$ cat src/hw/rtl/hrr_pkg.sv
// ----------------------------------------------------------------------------
// Healing ratio relaxation package
// Shared constants, register indexes and helper types.
// ----------------------------------------------------------------------------
package hrr_pkg;

    localparam int MAX_WIDTH_DEF  = 64;
    localparam int MAX_HEIGHT_DEF = 64;

    localparam logic [1:0] CFG_WIDTH  = 2'd0;
    localparam logic [1:0] CFG_HEIGHT = 2'd1;
    localparam logic [1:0] CFG_CAP    = 2'd2;
    localparam logic [1:0] CFG_LIMIT  = 2'd3;

    localparam logic [6:0]  WIDTH_RST  = 7'd64;
    localparam logic [6:0]  HEIGHT_RST = 7'd64;
    localparam logic [7:0]  CAP_RST    = 8'd100;
    localparam logic [31:0] LIMIT_RST  = 32'd42950;

    localparam logic [15:0] HEALED_MAX = 16'hFFFF;

    // Request sent to the divider.
    typedef struct packed {
        logic        go;
        logic [47:0] num;
        logic [34:0] den;
    } div_req_t;

endpackage

$ cat src/hw/rtl/hrr_div.sv
// ----------------------------------------------------------------------------
// Radix-2 restoring divider
// Unsigned 48-bit numerator by 35-bit denominator, one quotient bit a cycle.
// ----------------------------------------------------------------------------
module hrr_div (
    input  logic             clk,
    input  logic             rst_n,
    input  hrr_pkg::div_req_t req,
    output logic             done,
    output logic [47:0]      quot
);

    logic [47:0] q_reg, q_next;
    logic [35:0] r_reg, r_next;
    logic [34:0] d_reg, d_next;
    logic [5:0]  cnt_reg, cnt_next;
    logic        busy_reg, busy_next;
    logic        done_reg, done_next;
    logic [35:0] trial;

    always_comb
    begin
        q_next    = q_reg;
        r_next    = r_reg;
        d_next    = d_reg;
        cnt_next  = cnt_reg;
        busy_next = busy_reg;
        done_next = 1'b0;
        trial     = {r_reg[34:0], q_reg[47]};
        if (req.go)
        begin
            q_next    = req.num;
            r_next    = '0;
            d_next    = req.den;
            cnt_next  = 6'd48;
            busy_next = 1'b1;
        end
        else if (busy_reg)
        begin
            if (trial >= {1'b0, d_reg})
            begin
                r_next = trial - {1'b0, d_reg};
                q_next = {q_reg[46:0], 1'b1};
            end
            else
            begin
                r_next = trial;
                q_next = {q_reg[46:0], 1'b0};
            end
            cnt_next = cnt_reg - 6'd1;
            if (cnt_reg == 6'd1)
            begin
                busy_next = 1'b0;
                done_next = 1'b1;
            end
        end
    end

    always_ff @(posedge clk or negedge rst_n)
    begin
        if (!rst_n)
        begin
            busy_reg <= 1'b0;
            done_reg <= 1'b0;
            cnt_reg  <= '0;
        end
        else
        begin
            busy_reg <= busy_next;
            done_reg <= done_next;
            cnt_reg  <= cnt_next;
        end
    end

    always_ff @(posedge clk)
    begin
        q_reg <= q_next;
        r_reg <= r_next;
        d_reg <= d_next;
    end

    assign done = done_reg;
    assign quot = q_reg;

endmodule

$ cat config.mk
export PLATFORM = sky130hd
export DESIGN_NAME = hrr_div
export DESIGN_NICKNAME = d
export VERILOG_FILES = /design/src/hw/rtl/hrr_pkg.sv /design/src/hw/rtl/hrr_div.sv
export SDC_FILE = /design/constraint.sdc
export NUM_CORES = 1
export LEC_CHECK = 0
export ABC_CLOCK_PERIOD_IN_PS = 3780
export BUFFER_PORTS_ARGS = -buffer_cell sky130_fd_sc_hd__buf_2
export CAP_MARGIN = 10
export CORE_MARGIN = 5
export CORE_UTILIZATION = 56
export CTS_CLUSTER_SIZE = 14
export DETAILED_ROUTE_END_ITERATION = 7
export GPL_ROUTABILITY_DRIVEN = 0
export PLACE_DENSITY_LB_ADDON = 0.3
export REMOVE_ABC_BUFFERS = 1
export SLEW_MARGIN = 25
export SYNTH_ARGS = -nofsm -noshare
export SYNTH_HDL_FRONTEND = slang
export SYNTH_SLANG_ARGS = --single-unit
$ cat constraint.sdc
create_clock -name clk -period 3.78 [get_ports clk]
set_clock_uncertainty 0.15 [all_clocks]
set_input_delay 0.378 -clock clk [delete_from_list [all_inputs] [get_ports clk]]
set_output_delay 0.378 -clock clk [all_outputs]
set_load 0.005 [all_outputs]
== Yosys cells after proc, flatten, opt, wreduce, memory -nomap -nowiden ==
Cells that the tools add are included.

* Bits in read-only memories: 0
* Latch bits: 0
* RAM bits: 0
* Word-level logic and storage cells: 23
* Memories: 0
* Register bits after elaboration: 126
* Output and inout bits: 49

* Mux-type cells: 12
* Add/sub/neg operators: 2
* $lt $le $gt $ge: 1
* Multipliers: 0
* Divide/modulo/power cells: 0
* Shifts and indexed selects: 0
* Bitwise logic cells: 0
* Equal/unequal tests: 1
* Reductions and logical operators: 1

{| class="wikitable"
|+ Operators by type and width
! kind !! number
|-
| $mux 48 || 2
|-
| $ge 36x35->1 || 1
|-
| $mux 35 || 1
|-
| $sub 35x35->35 || 1
|-
| $mux 6 || 2
|-
| $mux 1 || 7
|-
| $eq 6x1->1 const B || 1
|-
| $sub 6x1->6 const B || 1
|-
| $reduce_bool 2->1 || 1
|}

== Depth between registers and ports, before layout ==
Gate-level depths: netlist of run 1.

* Depth in word-level cells: 4
* Mapped depth: 15

== Least setup slack after synthesis of run 1 ==
OpenSTA, ideal clock, no wires.

* Kind: register to register
* Start point: register q_reg[47], in the netlist quot[47]
* End point: register r_reg[32]
* Setup time: 71 ps
* Cell stages (with the launch flop): 13
* Arrival: 2747 ps
* Path slack: 812 ps
* Required time: 3559 ps
* Cell sequence: edfxtp_1 > inv_1 > ha_1 > fa_1 > nor2b_1 > o2111ai_1 > a21oi_1 > o22ai_1 > o41a_1 > o21bai_1 > nor3b_1 > a311o_1 > a21oi_1

* Cells in the longest elaborated chain, start to end: 2
* Elaborated cells between the ends (all ways): 3
* Classes of those cells: add/sub: 1; order compare: 1; mux: 1

{| class="wikitable"
|+ Ends and longest elaborated chain
! what !! RTL line !! text
|-
| start, declared || hrr_div.sv:13 || <nowiki>logic [47:0] q_reg, q_next;</nowiki>
|-
| start signal, assigned || hrr_div.sv:77 || <nowiki>q_reg <= q_next;</nowiki>
|-
| $sub 35x35->35 or $ge 36x35->1 (tied branches) || hrr_div.sv:42, hrr_div.sv:40 ||
|-
| $mux 35 (*) || hrr_div.sv:40 || <nowiki>if (trial >= {1'b0, d_reg})</nowiki>
|-
| end signal, assigned || hrr_div.sv:78 || <nowiki>r_reg <= r_next;</nowiki>
|-
| end, declared || hrr_div.sv:14 || <nowiki>logic [35:0] r_reg, r_next;</nowiki>
|}

Mark *: on every way between the ends. The rest lies on a longest branch, timed or not.
A chain may end at the register's enable or synchronous reset.

== Final worst setup path of run 1 ==
* Start point: register q_reg[47], in the netlist quot[47]
* End point: register r_reg[30]

Same word-level chain as after synthesis.

==> metrics.txt, run 1 <==
# TYPE chip_impl_metric gauge
chip_impl_info{name="post_synth_main_area_contributors",value="edfxtp_1 (35%), dfxtp_1 (9.8%), mux2_2 (7.6%)"} 1
chip_impl_metric{name="leakage_power_of_the_design",unit="nW"} 3.834
chip_impl_metric{name="ctsHtreeMaxLevel",unit=""} 4
chip_impl_info{name="criticalPathCategory",value="reg -> reg"} 1
chip_impl_metric{name="fillers",unit=""} 934
chip_impl_metric{name="synth_cell_types",unit=""} 62
chip_impl_info{name="holdPathEnd",value="quot[36]$_DFFE_PP_"} 1
chip_impl_metric{name="r2r_cells",unit=""} 12
chip_impl_metric{name="drc",unit=""} 0
chip_impl_info{name="hold_start",value="req[71]"} 1
chip_impl_metric{name="yosys_warnings",unit=""} 0
chip_impl_info{name="setup_repair_after_global_routing_missed_its_margin",value="no"} 1
chip_impl_metric{name="clk_pin_slew",unit="ns"} 0.06
chip_impl_metric{name="route.detailed.vias_per_inst",unit=""} 5.523
chip_impl_metric{name="cp_slowest_stage_delay",unit="ns"} 0.46
chip_impl_metric{name="hold_slack",unit="ns"} 0.1054
chip_impl_info{name="crit-reg2reg-launch",value="quot[47]$_DFFE_PP_"} 1
chip_impl_metric{name="fp.dieH",unit="um"} 123.0
chip_impl_metric{name="hold_violations",unit=""} 0
chip_impl_info{name="hold_class",value="in -> reg"} 1
chip_impl_info{name="status",value="complete, no violations"} 1
chip_impl_metric{name="post_detailed_route_count_of_antenna_violating_nets",unit=""} 0
chip_impl_metric{name="drt_pre_antenna_iters",unit=""} 5
chip_impl_info{name="synth_top_area_cell",value="edfxtp_1"} 1
chip_impl_info{name="root_cell_of_the_clock_tree",value="clkbuf_16"} 1
chip_impl_metric{name="worst_ep_required_time",unit="ns"} 3.96
chip_impl_metric{name="fin_util",unit="%"} 70.81
chip_impl_metric{name="final_layout_size_suffix_gt1_share",unit="%"} 27.32
chip_impl_info{name="endpoint_kind",value="register"} 1
chip_impl_metric{name="average_cell_area_after_synthesis",unit="um2"} 10.73
chip_impl_metric{name="ir_drop",unit="uV"} 461.7
chip_impl_metric{name="netlist_instances",unit=""} 666
chip_impl_metric{name="dr_total_vias",unit=""} 5600
chip_impl_metric{name="row_count",unit=""} 41
chip_impl_metric{name="timing.final.crit_period",unit="ns"} 3.426
chip_impl_metric{name="worstPathArrival",unit="ns"} 3.60
chip_impl_metric{name="dp_worst_setup_slack",unit="ns"} 0.5145
chip_impl_metric{name="place_hpwl",unit="um"} 11580
chip_impl_metric{name="gr-total-overflow",unit=""} 0
chip_impl_metric{name="setup_ws",unit="ns"} 0.3540
chip_impl_metric{name="cts.path.max_buffers",unit=""} 2
chip_impl_info{name="critical_path.cell_chain",value="inv_1, ha_1, fa_1, nor2b_1, o2111ai_1, a21oi_1, o21ai_1, a21oi_2, nor4_1, a2111oi_0, mux2i_1, a211oi_1"} 1
chip_impl_metric{name="flop_to_flop_setup_slack",unit="ns"} 0.35
chip_impl_metric{name="cts_setup_buffers",unit=""} 0
chip_impl_metric{name="grt_pass1_vias",unit=""} 5693
chip_impl_metric{name="design.core.area",unit="um2"} 12570
chip_impl_metric{name="diodes",unit=""} 0
chip_impl_info{name="cp-start-kind",value="register"} 1
chip_impl_metric{name="groute.usage.overall",unit="%"} 22.77
chip_impl_metric{name="final.period_utilization",unit="%"} 90.63
chip_impl_metric{name="report.final.setup_viol",unit=""} 0
chip_impl_metric{name="ffs_w_async_s_r_synth",unit="%"} 6.349
chip_impl_metric{name="die_x",unit="um"} 123.0
chip_impl_metric{name="synth-seq-area-share",unit="%"} 47.49
chip_impl_metric{name="design.portCount",unit=""} 135
chip_impl_info{name="cts_tree",value="yes"} 1
chip_impl_metric{name="maxSlewViolCount",unit=""} 0
chip_impl_metric{name="fmax",unit="MHz"} 291.9
chip_impl_info{name="regToRegEndpoint",value="r_reg[30]$_SDFFE_PP0P_"} 1
chip_impl_metric{name="slew-limit-headroom",unit="%"} 44.29
chip_impl_metric{name="detail_route.iter0.violations",unit=""} 326
chip_impl_info{name="worstSetupStartpoint",value="quot[47]$_DFFE_PP_"} 1
chip_impl_metric{name="cts_num_sinks",unit=""} 126
chip_impl_metric{name="synthToLayoutAreaGrowth",unit="%"} 24.55
chip_impl_metric{name="worstPathMaxFanout",unit=""} 4
chip_impl_metric{name="grt_start_max_net_pins",unit=""} 51
chip_impl_metric{name="synth_enable_flop_cells",unit=""} 83
chip_impl_metric{name="first_pass_grt_wire_length",unit="um"} 27130
chip_impl_metric{name="layout_nets",unit=""} 953
chip_impl_metric{name="worstHoldPathCells",unit=""} 2
chip_impl_metric{name="timing_worst_slew_pin_value",unit="ns"} 0.8356
chip_impl_metric{name="totalWireLength",unit="um"} 16720
chip_impl_metric{name="cts_repair_resize_count",unit=""} 0
chip_impl_metric{name="port_buffers",unit=""} 134
chip_impl_metric{name="synth_seq_cells",unit=""} 126
chip_impl_info{name="synth_flop_cell",value="edfxtp_1"} 1
chip_impl_metric{name="flip_flop_count_of_the_largest_register_after_layout",unit=""} 48
chip_impl_metric{name="routed_wire_length_per_instance",unit="um"} 16.49
chip_impl_metric{name="numCtsBuffers",unit=""} 17
chip_impl_metric{name="insertion_delay",unit="ns"} 0.42
chip_impl_metric{name="synth_largest_type_area_fraction",unit="%"} 34.88
chip_impl_metric{name="power-per-cell-area",unit="nW/um2"} 673.3
chip_impl_info{name="critical-path-slowest-cell",value="a2111oi_0"} 1
chip_impl_metric{name="antenna_found_initial",unit=""} 0
chip_impl_metric{name="drv_cap",unit=""} 0
chip_impl_metric{name="synth.cell_area",unit="um2"} 7146
chip_impl_metric{name="floorplan.initialDensity",unit="%"} 56.85
chip_impl_metric{name="timing.setup.tns",unit="ns"} 0
chip_impl_metric{name="dieArea",unit="um2"} 15120
how the worst max path moves through the flow:
stage / endpoint / slack (ns) / cells past startpoint
3_5_place_dp: r_reg[30]$_SDFFE_PP0P_ / 0.51 / 12
5_1_grt: r_reg[30]$_SDFFE_PP0P_ / 0.08 / 12
2_1_floorplan: r_reg[32]$_SDFFE_PP0P_ / 0.17 / 12
3_3_place_gp: r_reg[32]$_SDFFE_PP0P_ / 0.61 / 12
4_1_cts: r_reg[30]$_SDFFE_PP0P_ / 0.45 / 12
6_report: r_reg[30]$_SDFFE_PP0P_ / 0.35 / 12
power by group:
| group | switching, W | total [W] | internal (W) |
|---|---|---|---|
| combinational | 0.00127 | 0.00235 | 0.00108 |
| clock | 0.000619 | 0.00170 | 0.00109 |
| sequential | 0.000191 | 0.00194 | 0.00175 |
| total | 0.00208 | 0.00599 | 0.00391 |
layout make-up:
type | count | area, um2 | share of cell area, %
repair buffers | 177 | 1086 | 12.20
inverters | 47 | 176.4 | 1.982
multi-input cells | 460 | 3401 | 38.21
flip-flops and latches | 126 | 3395 | 38.14
clock buffers | 22 | 505.5 | 5.680
clock inverters | 10 | 121.4 | 1.364
well taps | 172 | 215.2 | 2.418
placed cells by master (no fill, tap or decap), drive strengths merged, types with 3 or more instances in the layout:
master	synthesis	routed
nand4	6	6
buf	7	141
dlygate4sd3	0	36
dfxtp	35	35
clkbuf	26	22
a211oi	34	34
edfxtp	83	83
xor2	12	12
nand3	11	11
and3	5	5
nor2b	8	8
nor3b	3	3
a21oi	45	45
inv	47	50
a2111oi	3	3
nand2b	3	3
clkinvlp	0	3
o21bai	6	6
a31oi	5	5
nor3	4	4
mux2	48	48
xnor2	21	21
o21ai	20	20
o211ai	5	5
nand2	40	40
nor2	61	61
a21o	9	9
nor4b	3	3
ha	37	37
mux2i	32	32
dfrtp	8	8
a311oi	3	3
o21a	7	7
cell usage after synthesis, types with 6 or more instances:
cell type / n
edfxtp_1: 83
nor2_1: 61
mux2_2: 48
inv_1: 47
a21oi_1: 44
nand2_1: 40
ha_1: 37
dfxtp_1: 35
a211oi_1: 34
mux2i_1: 32
clkbuf_1: 26
xnor2_1: 21
o21ai_0: 18
xor2_1: 12
nand3_1: 10
a21o_1: 9
dfrtp_1: 8
nor2b_1: 8
o21a_1: 7
nand4_1: 6
o21bai_1: 6
critical path, delay by kind of cell, from the launching register on:
family	cells	cell delay, ns
simple gates	2	0.27
compound gates	6	1.70
flops	1	0.34
fa+ha+maj	2	0.63
mux	1	0.16
buf+inv	1	0.06
metrics by stage:
step | power, W | instance area (um2) | instances
CTS | 0.005995 | 8900 | 1014
finish | 0.005992 | 8900 | 1014
floorplan | 0.003670 | 6970 | 633
global placement | 0.004154 | 7913 | 946
global route | 0.006359 | 8900 | 1014
detailed placement | 0.004229 | 7913 | 946
routing by layer:
| layer | GRT usage (%) | vias to the layer above | wire length, um |
|---|---|---|---|
| met2 | 38.47 | 178 | 8226 |
| li1 | - | 2786 | - |
| met3 | 7.457 | 20 | 1070 |
| met5 | 0 | - | 0 |
| met1 | 27.50 | 2616 | 7159 |
| met4 | 7.558 | 0 | 265 |
logic make-up (layout without fill, tap and decap cells):
kind of cell,Yosys count,count (layout),share of synthesized area [%]
adder cells (fa/ha/maj),38,38,6.759
AND/OR/NAND/NOR,156,156,10.30
buffers and inverters,80,256,4.920
XOR/XNOR,33,33,4.045
flip-flops,126,126,47.49
multiplexers,80,80,12.05
AO/OA/AOI/OAI,153,153,14.45
what timing repair did:
item / 4_1_cts / 5_1_grt
endpoints found under the setup margin: 0 / 0
endpoints found under the hold margin: 43 / 0
hold buffers: 36 / 0
Power figures use the tool's default switching activity.
==> run 2: changes to the inputs <==
--- a/config.mk
+++ b/config.mk
@@ -6,13 +6,14 @@
 export NUM_CORES = 1
 export LEC_CHECK = 0
 export ABC_CLOCK_PERIOD_IN_PS = 3780
-export BUFFER_PORTS_ARGS = -buffer_cell sky130_fd_sc_hd__buf_2
 export CAP_MARGIN = 10
 export CORE_MARGIN = 5
-export CORE_UTILIZATION = 56
+export CORE_UTILIZATION = 64
 export CTS_CLUSTER_SIZE = 14
 export DETAILED_ROUTE_END_ITERATION = 7
+export DONT_BUFFER_PORTS = 1
 export GPL_ROUTABILITY_DRIVEN = 0
+export HOLD_SLACK_MARGIN = 0.05
 export PLACE_DENSITY_LB_ADDON = 0.3
 export REMOVE_ABC_BUFFERS = 1
 export SLEW_MARGIN = 25
==> run 2 against run 1 <==
Compared with the run above: register-to-register slack hardly changed; combinational power down 3%; setup slack better by 0.0080 ns; clock power shrank 8%; highest routed layer unchanged.
==> metrics.txt, run 2 (synthesized netlist as in run 1, its figures left out) <==
# TYPE chip_impl_metric gauge
chip_impl_info{name="status",value="complete, no violations"} 1
chip_impl_metric{name="post_detailed_route_count_of_antenna_violating_nets",unit=""} 0
chip_impl_metric{name="first_pass_grt_wire_length",unit="um"} 27880
chip_impl_metric{name="timing.setup.tns",unit="ns"} 0
chip_impl_info{name="most-common-layout-cells",value="dlygate4sd3_1 (85), edfxtp_1 (83), nor2_1 (61)"} 1
chip_impl_metric{name="layout_nets",unit=""} 865
chip_impl_info{name="root_cell_of_the_clock_tree",value="clkbuf_8"} 1
chip_impl_metric{name="cts_repair_resize_count",unit=""} 0
chip_impl_metric{name="worstPathArrival",unit="ns"} 3.70
chip_impl_metric{name="final-seq-area",unit="um2"} 3395
chip_impl_metric{name="numCtsBuffers",unit=""} 17
chip_impl_metric{name="totalWireLength",unit="um"} 17400
chip_impl_metric{name="detail_route.iter0.violations",unit=""} 401
chip_impl_info{name="cts_tree",value="yes"} 1
chip_impl_metric{name="leakage_power_of_the_design",unit="nW"} 3.466
chip_impl_metric{name="design.core.area",unit="um2"} 10890
chip_impl_metric{name="gr-total-overflow",unit=""} 0
chip_impl_info{name="cp-start-kind",value="register"} 1
chip_impl_metric{name="ctsHtreeMaxLevel",unit=""} 4
chip_impl_metric{name="synthToLayoutAreaGrowth",unit="%"} 20.52
chip_impl_metric{name="dr_total_vias",unit=""} 5467
chip_impl_metric{name="grt_start_max_net_pins",unit=""} 127
chip_impl_info{name="setup_repair_after_global_routing_missed_its_margin",value="no"} 1
chip_impl_metric{name="maxSlewViolCount",unit=""} 0
chip_impl_metric{name="antenna_found_initial",unit=""} 0
chip_impl_metric{name="cts_num_sinks",unit=""} 126
chip_impl_metric{name="row_count",unit=""} 38
chip_impl_metric{name="place_hpwl",unit="um"} 10540
chip_impl_metric{name="dieArea",unit="um2"} 13380
chip_impl_metric{name="die_x",unit="um"} 115.7
chip_impl_metric{name="drc",unit=""} 0
chip_impl_metric{name="route.detailed.vias_per_inst",unit=""} 6.108
chip_impl_metric{name="fillers",unit=""} 669
chip_impl_metric{name="clk_pin_slew",unit="ns"} 0.06
chip_impl_metric{name="fmax",unit="MHz"} 292.6
chip_impl_metric{name="report.final.setup_viol",unit=""} 0
chip_impl_metric{name="timing.final.crit_period",unit="ns"} 3.418
chip_impl_metric{name="flip_flop_count_of_the_largest_register_after_layout",unit=""} 48
chip_impl_metric{name="groute.usage.overall",unit="%"} 26.83
chip_impl_metric{name="routed_wire_length_per_instance",unit="um"} 19.45
chip_impl_metric{name="port_buffers",unit=""} 0
chip_impl_metric{name="insertion_delay",unit="ns"} 0.52
chip_impl_metric{name="floorplan.initialDensity",unit="%"} 65.63
chip_impl_metric{name="cts.path.max_buffers",unit=""} 2
chip_impl_metric{name="worst_ep_required_time",unit="ns"} 4.06
chip_impl_info{name="criticalPathCategory",value="reg -> reg"} 1
chip_impl_metric{name="ir_drop",unit="uV"} 482.1
chip_impl_metric{name="drt_pre_antenna_iters",unit=""} 6
chip_impl_metric{name="design_power_total",unit="W"} 0.005818
chip_impl_metric{name="final.period_utilization",unit="%"} 90.42
chip_impl_info{name="endpoint_kind",value="register"} 1
chip_impl_metric{name="hold_violations",unit=""} 0
chip_impl_metric{name="power-per-cell-area",unit="nW/um2"} 675.6
chip_impl_metric{name="hold_slack",unit="ns"} 0.1259
chip_impl_metric{name="grt_pass1_vias",unit=""} 5502
chip_impl_metric{name="timing_worst_slew_pin_value",unit="ns"} 0.9774
chip_impl_metric{name="final_layout_size_suffix_gt1_share",unit="%"} 12.07
chip_impl_info{name="hold_class",value="in -> reg"} 1
chip_impl_metric{name="fp.dieH",unit="um"} 115.7
chip_impl_info{name="mostFrequentLayoutCell",value="dlygate4sd3_1"} 1
chip_impl_metric{name="fin_util",unit="%"} 79.10
chip_impl_metric{name="drv_cap",unit=""} 0
chip_impl_metric{name="design.portCount",unit=""} 135
chip_impl_metric{name="slew-limit-headroom",unit="%"} 34.75
chip_impl_metric{name="worstPathMaxFanout",unit=""} 4
chip_impl_metric{name="multi_input_comb_area",unit="um2"} 3401
==> run 2: worst paths after layout <==
path / startpoint / to / slack (ns) / depth (start not counted)
max: quot[47]$_DFFE_PP_ / r_reg[30]$_SDFFE_PP0P_ / 0.36 / 12
min reg2reg: r_reg[34]$_SDFFE_PP0P_ / r_reg[34]$_SDFFE_PP0P_ / 0.35 / 2
min: req[83] / cnt_reg[3]$_DFFE_PN0P_ / 0.13 / 2
min in group asynchronous: rst_n / cnt_reg[4]$_DFFE_PN0P_ / 0.61 / 2
max reg2reg: quot[47]$_DFFE_PP_ / r_reg[30]$_SDFFE_PP0P_ / 0.36 / 12
max in group asynchronous: rst_n / busy_reg$_DFF_PN0_ / 2.56 / 2
==> run 2: cell type report <==
class                           instances  area share, %
Antenna cell                            1        0.02906
Clock buffer                           19          4.896
Multi-Input combinational cell        460          39.49
Inverter                               47          2.049
Tap cell                              140          2.034
Clock inverter                         13          1.627
Timing Repair Buffer                   89          10.46
Sequential cell                       126          39.42
==> run 2: repair_timing <==
| item | CTS | global route |
|---|---|---|
| setup buffers | 0 | 0 |
| hold endpoints to repair | 169 | 0 |
| hold buffers | 86 | 0 |
==> run 2: power by group <==
group	total, W	internal (W)	switching [W]
logic	0.00227	0.00103	0.00124
clock network	0.00157	0.000940	0.000627
registers	0.00198	0.00175	0.000228
==> run 2: stage by stage <==
stage	area, um2	worst slack [ns]	cells
after floorplan	6970	0.1727	633
after global placement	7169	0.5457	776
after detailed placement	7169	0.4442	776
after CTS	8610	0.3940	894
after global routing	8610	0.1386	894
final	8612	0.3620	895
==> run 2: critical path: stages, from the launching register on <==
cell       delay (ns)
edfxtp_1         0.39
inv_1            0.08
ha_1             0.23
fa_1             0.40
nor2b_1          0.19
o2111ai_1        0.16
a21oi_1          0.33
o21ai_1          0.19
a21oi_2          0.28
nor4_1           0.07
a2111oi_0        0.47
mux2i_1          0.15
a211oi_1         0.24
==> run 2: layer usage <==
metal  GRT usage [%]  up-vias  wire [um]
met5               0        -          0
met3           9.869       37       1488
met2           44.37      231       8570
met1           32.54     2607       6945
li1                -     2592          -
met4           9.513        0        399
==> run 3: changes to the inputs <==
--- a/config.mk
+++ b/config.mk
@@ -9,10 +9,10 @@
 export CAP_MARGIN = 10
 export CORE_MARGIN = 5
 export CORE_UTILIZATION = 64
-export CTS_CLUSTER_SIZE = 14
 export DETAILED_ROUTE_END_ITERATION = 7
 export DONT_BUFFER_PORTS = 1
 export GPL_ROUTABILITY_DRIVEN = 0
+export GPL_TIMING_DRIVEN = 0
 export HOLD_SLACK_MARGIN = 0.05
 export PLACE_DENSITY_LB_ADDON = 0.3
 export REMOVE_ABC_BUFFERS = 1
@@ -20,3 +20,4 @@
 export SYNTH_ARGS = -nofsm -noshare
 export SYNTH_HDL_FRONTEND = slang
 export SYNTH_SLANG_ARGS = --single-unit
+export TNS_END_PERCENT = 50
==> run 3 against run 2 <==
Compared with the run above: via count shrank 0.18%; final area down 0.23%; core utilization shrank 0.18 points; register-to-register slack lost 0.13 ns; critical path depth did not move; maximum frequency is 3.6% lower; sequential power about the same; wire length decreased by 0.22%; global-route usage about the same; setup slack got worse by 0.13 ns; clock power is 8% lower; hold slack improved by 0.066 ns; critical path type unchanged; largest cell class unchanged; highest routed layer unchanged.
==> metrics.txt, run 3 (synthesized netlist as in run 1, its figures left out) <==
# TYPE chip_impl_metric gauge
chip_impl_metric{name="worstPathArrival",unit="ns"} 3.84
chip_impl_info{name="critical-path-slowest-cell",value="o41a_1"} 1
chip_impl_info{name="holdPathEnd",value="r_reg[0]$_SDFFE_PP0P_"} 1
chip_impl_metric{name="grt_pass1_vias",unit=""} 5468
chip_impl_info{name="most-common-layout-cells",value="dlygate4sd3_1 (85), edfxtp_1 (83), nor2_1 (61)"} 1
chip_impl_metric{name="power-per-cell-area",unit="nW/um2"} 665.0
chip_impl_metric{name="final.period_utilization",unit="%"} 93.76
chip_impl_metric{name="dieArea",unit="um2"} 13380
chip_impl_metric{name="drt_pre_antenna_iters",unit=""} 5
chip_impl_metric{name="antenna_found_initial",unit=""} 0
chip_impl_metric{name="grt_start_max_net_pins",unit=""} 127
chip_impl_metric{name="maxSlewViolCount",unit=""} 0
chip_impl_metric{name="cp_slowest_stage_delay",unit="ns"} 0.42
chip_impl_metric{name="hold_violations",unit=""} 0
chip_impl_metric{name="hold_slack",unit="ns"} 0.1916
chip_impl_info{name="worst_path_most_repeated_cell",value="a21oi_1"} 1
chip_impl_metric{name="cts.path.max_buffers",unit=""} 2
chip_impl_metric{name="crit_buf_inv",unit=""} 1
chip_impl_metric{name="timing_worst_slew_pin_value",unit="ns"} 0.7734
chip_impl_metric{name="groute.usage.overall",unit="%"} 26.81
chip_impl_info{name="regToRegEndpoint",value="r_reg[32]$_SDFFE_PP0P_"} 1
chip_impl_metric{name="post_detailed_route_count_of_antenna_violating_nets",unit=""} 0
chip_impl_metric{name="insertion_delay",unit="ns"} 0.52
chip_impl_metric{name="drc",unit=""} 0
chip_impl_metric{name="layout_nets",unit=""} 864
chip_impl_info{name="setup_repair_after_global_routing_missed_its_margin",value="no"} 1
chip_impl_info{name="cp-start-kind",value="register"} 1
chip_impl_info{name="critical_path.top_delay_family",value="compound AO/OA/AOI/OAI gates"} 1
chip_impl_info{name="status",value="complete, no violations"} 1
chip_impl_info{name="cts_tree",value="yes"} 1
chip_impl_metric{name="route.detailed.vias_per_inst",unit=""} 6.111
chip_impl_info{name="mostFrequentLayoutCell",value="dlygate4sd3_1"} 1
chip_impl_metric{name="totalWireLength",unit="um"} 17370
chip_impl_metric{name="design.portCount",unit=""} 135
chip_impl_info{name="endpoint_kind",value="register"} 1
chip_impl_metric{name="numCtsBuffers",unit=""} 17
chip_impl_metric{name="flop_to_flop_setup_slack",unit="ns"} 0.24
chip_impl_metric{name="cts_num_sinks",unit=""} 126
chip_impl_metric{name="place_hpwl",unit="um"} 10290
chip_impl_metric{name="die_x",unit="um"} 115.7
chip_impl_metric{name="leakage_power_of_the_design",unit="nW"} 3.451
chip_impl_metric{name="ir_drop",unit="uV"} 487.3
chip_impl_metric{name="ctsHtreeMaxLevel",unit=""} 4
chip_impl_metric{name="floorplan.initialDensity",unit="%"} 65.63
chip_impl_info{name="crit-reg2reg-launch",value="quot[47]$_DFFE_PP_"} 1
chip_impl_metric{name="flip_flop_count_of_the_largest_register_after_layout",unit=""} 48
chip_impl_metric{name="design.core.area",unit="um2"} 10890
chip_impl_info{name="root_cell_of_the_clock_tree",value="clkbuf_8"} 1
chip_impl_metric{name="routed_wire_length_per_instance",unit="um"} 19.45
chip_impl_metric{name="fmax",unit="MHz"} 282.1
chip_impl_metric{name="dr_total_vias",unit=""} 5457
chip_impl_metric{name="final_layout_size_suffix_gt1_share",unit="%"} 12.08
chip_impl_metric{name="fin_util",unit="%"} 78.91
chip_impl_metric{name="row_count",unit=""} 38
chip_impl_metric{name="diodes",unit=""} 0
chip_impl_info{name="criticalPathCategory",value="reg -> reg"} 1
chip_impl_metric{name="worstPathMaxFanout",unit=""} 4
chip_impl_metric{name="synthToLayoutAreaGrowth",unit="%"} 20.24
chip_impl_metric{name="drv_cap",unit=""} 0
chip_impl_info{name="hold_class",value="in -> reg"} 1
chip_impl_metric{name="detail_route.iter0.violations",unit=""} 386
chip_impl_metric{name="gr-total-overflow",unit=""} 0
chip_impl_metric{name="report.final.setup_viol",unit=""} 0
chip_impl_metric{name="first_pass_grt_wire_length",unit="um"} 27950
chip_impl_metric{name="slew-limit-headroom",unit="%"} 48.44
chip_impl_metric{name="clk_pin_slew",unit="ns"} 0.06
chip_impl_metric{name="worstHoldPathCells",unit=""} 2
chip_impl_info{name="hold_start",value="req[83]"} 1
chip_impl_metric{name="timing.final.crit_period",unit="ns"} 3.544
chip_impl_metric{name="fp.dieH",unit="um"} 115.7
chip_impl_info{name="critical_path.cell_chain",value="inv_1, ha_1, fa_1, nor2b_1, o2111ai_1, a21oi_1, o22ai_1, o41a_1, o21bai_1, nor3b_1, a311o_1, a21oi_1"} 1
chip_impl_metric{name="worst_ep_required_time",unit="ns"} 4.08
chip_impl_metric{name="fillers",unit=""} 643
chip_impl_metric{name="r2r_cells",unit=""} 12
chip_impl_metric{name="port_buffers",unit=""} 0
run 3: changes by cell type in the layout (fill, tap and decap cells not counted), moves of 2 or more:
cell,change
buf_4,-3
clkinv_4,+2
bufinv_16,-2
buf_12,+2
run 3: how the worst max path moves through the flow:
| stage | startpoint | to | slack [ns] | cells after the start |
|---|---|---|---|---|
| floorplan | quot[47]$_DFFE_PP_ | r_reg[32]$_SDFFE_PP0P_ | 0.17 | 12 |
| global placement | quot[47]$_DFFE_PP_ | r_reg[8]$_SDFFE_PP0P_ | -0.65 | 12 |
| detailed placement | quot[47]$_DFFE_PP_ | r_reg[26]$_SDFFE_PP0P_ | 0.19 | 12 |
| CTS | quot[47]$_DFFE_PP_ | r_reg[26]$_SDFFE_PP0P_ | 0.16 | 12 |
| global route | quot[47]$_DFFE_PP_ | r_reg[28]$_SDFFE_PP0P_ | 0.06 | 12 |
| finish | quot[47]$_DFFE_PP_ | r_reg[32]$_SDFFE_PP0P_ | 0.24 | 12 |
run 3: repair_timing:
item | 4_1_cts | 5_1_grt
setup endpoints to repair | 0 | 5
setup buffers | 0 | 0
hold endpoints to repair | 169 | 0
hold buffers | 86 | 0
gates resized for setup | 0 | 1
run 3: per-stage QoR:
step                      power, W  instances  worst slack (ns)  setup TNS, ns  cell area, um2
after floorplan           0.003670        633            0.1727              0            6970
after global placement    0.004012        773           -0.6491         -28.55            7146
after detailed placement  0.004094        775            0.1891              0            7191
after CTS                 0.005646        893            0.1609              0            8586
after global routing      0.006065        893           0.05789              0            8592
final                     0.005714        893            0.2357              0            8592
run 3: metal layers:
metal	track usage, %	vias up	part of all wire, %
met3	8.616	41	7.5
met2	45.33	232	50
met1	32.19	2589	40
li1	-	2595	-
met4	10.05	0	2.7
met5	0	-	0
run 3: final cells by class:
type / instances / area (um2) / area share (%)
flip-flops and latches: 126 / 3397 / 39.54
repair buffers: 88 / 918.4 / 10.69
clock inverters: 12 / 91.34 / 1.063
well taps: 140 / 175.2 / 2.039
clock buffers: 20 / 425.4 / 4.951
multi-input cells: 460 / 3408 / 39.67
inverters: 47 / 176.4 / 2.053
run 3: power breakdown:
| part | internal, W | total (W) | switching (W) |
|---|---|---|---|
| registers | 0.00175 | 0.00197 | 0.000219 |
| logic | 0.00105 | 0.00230 | 0.00126 |
| clock network | 0.000810 | 0.00144 | 0.000630 |
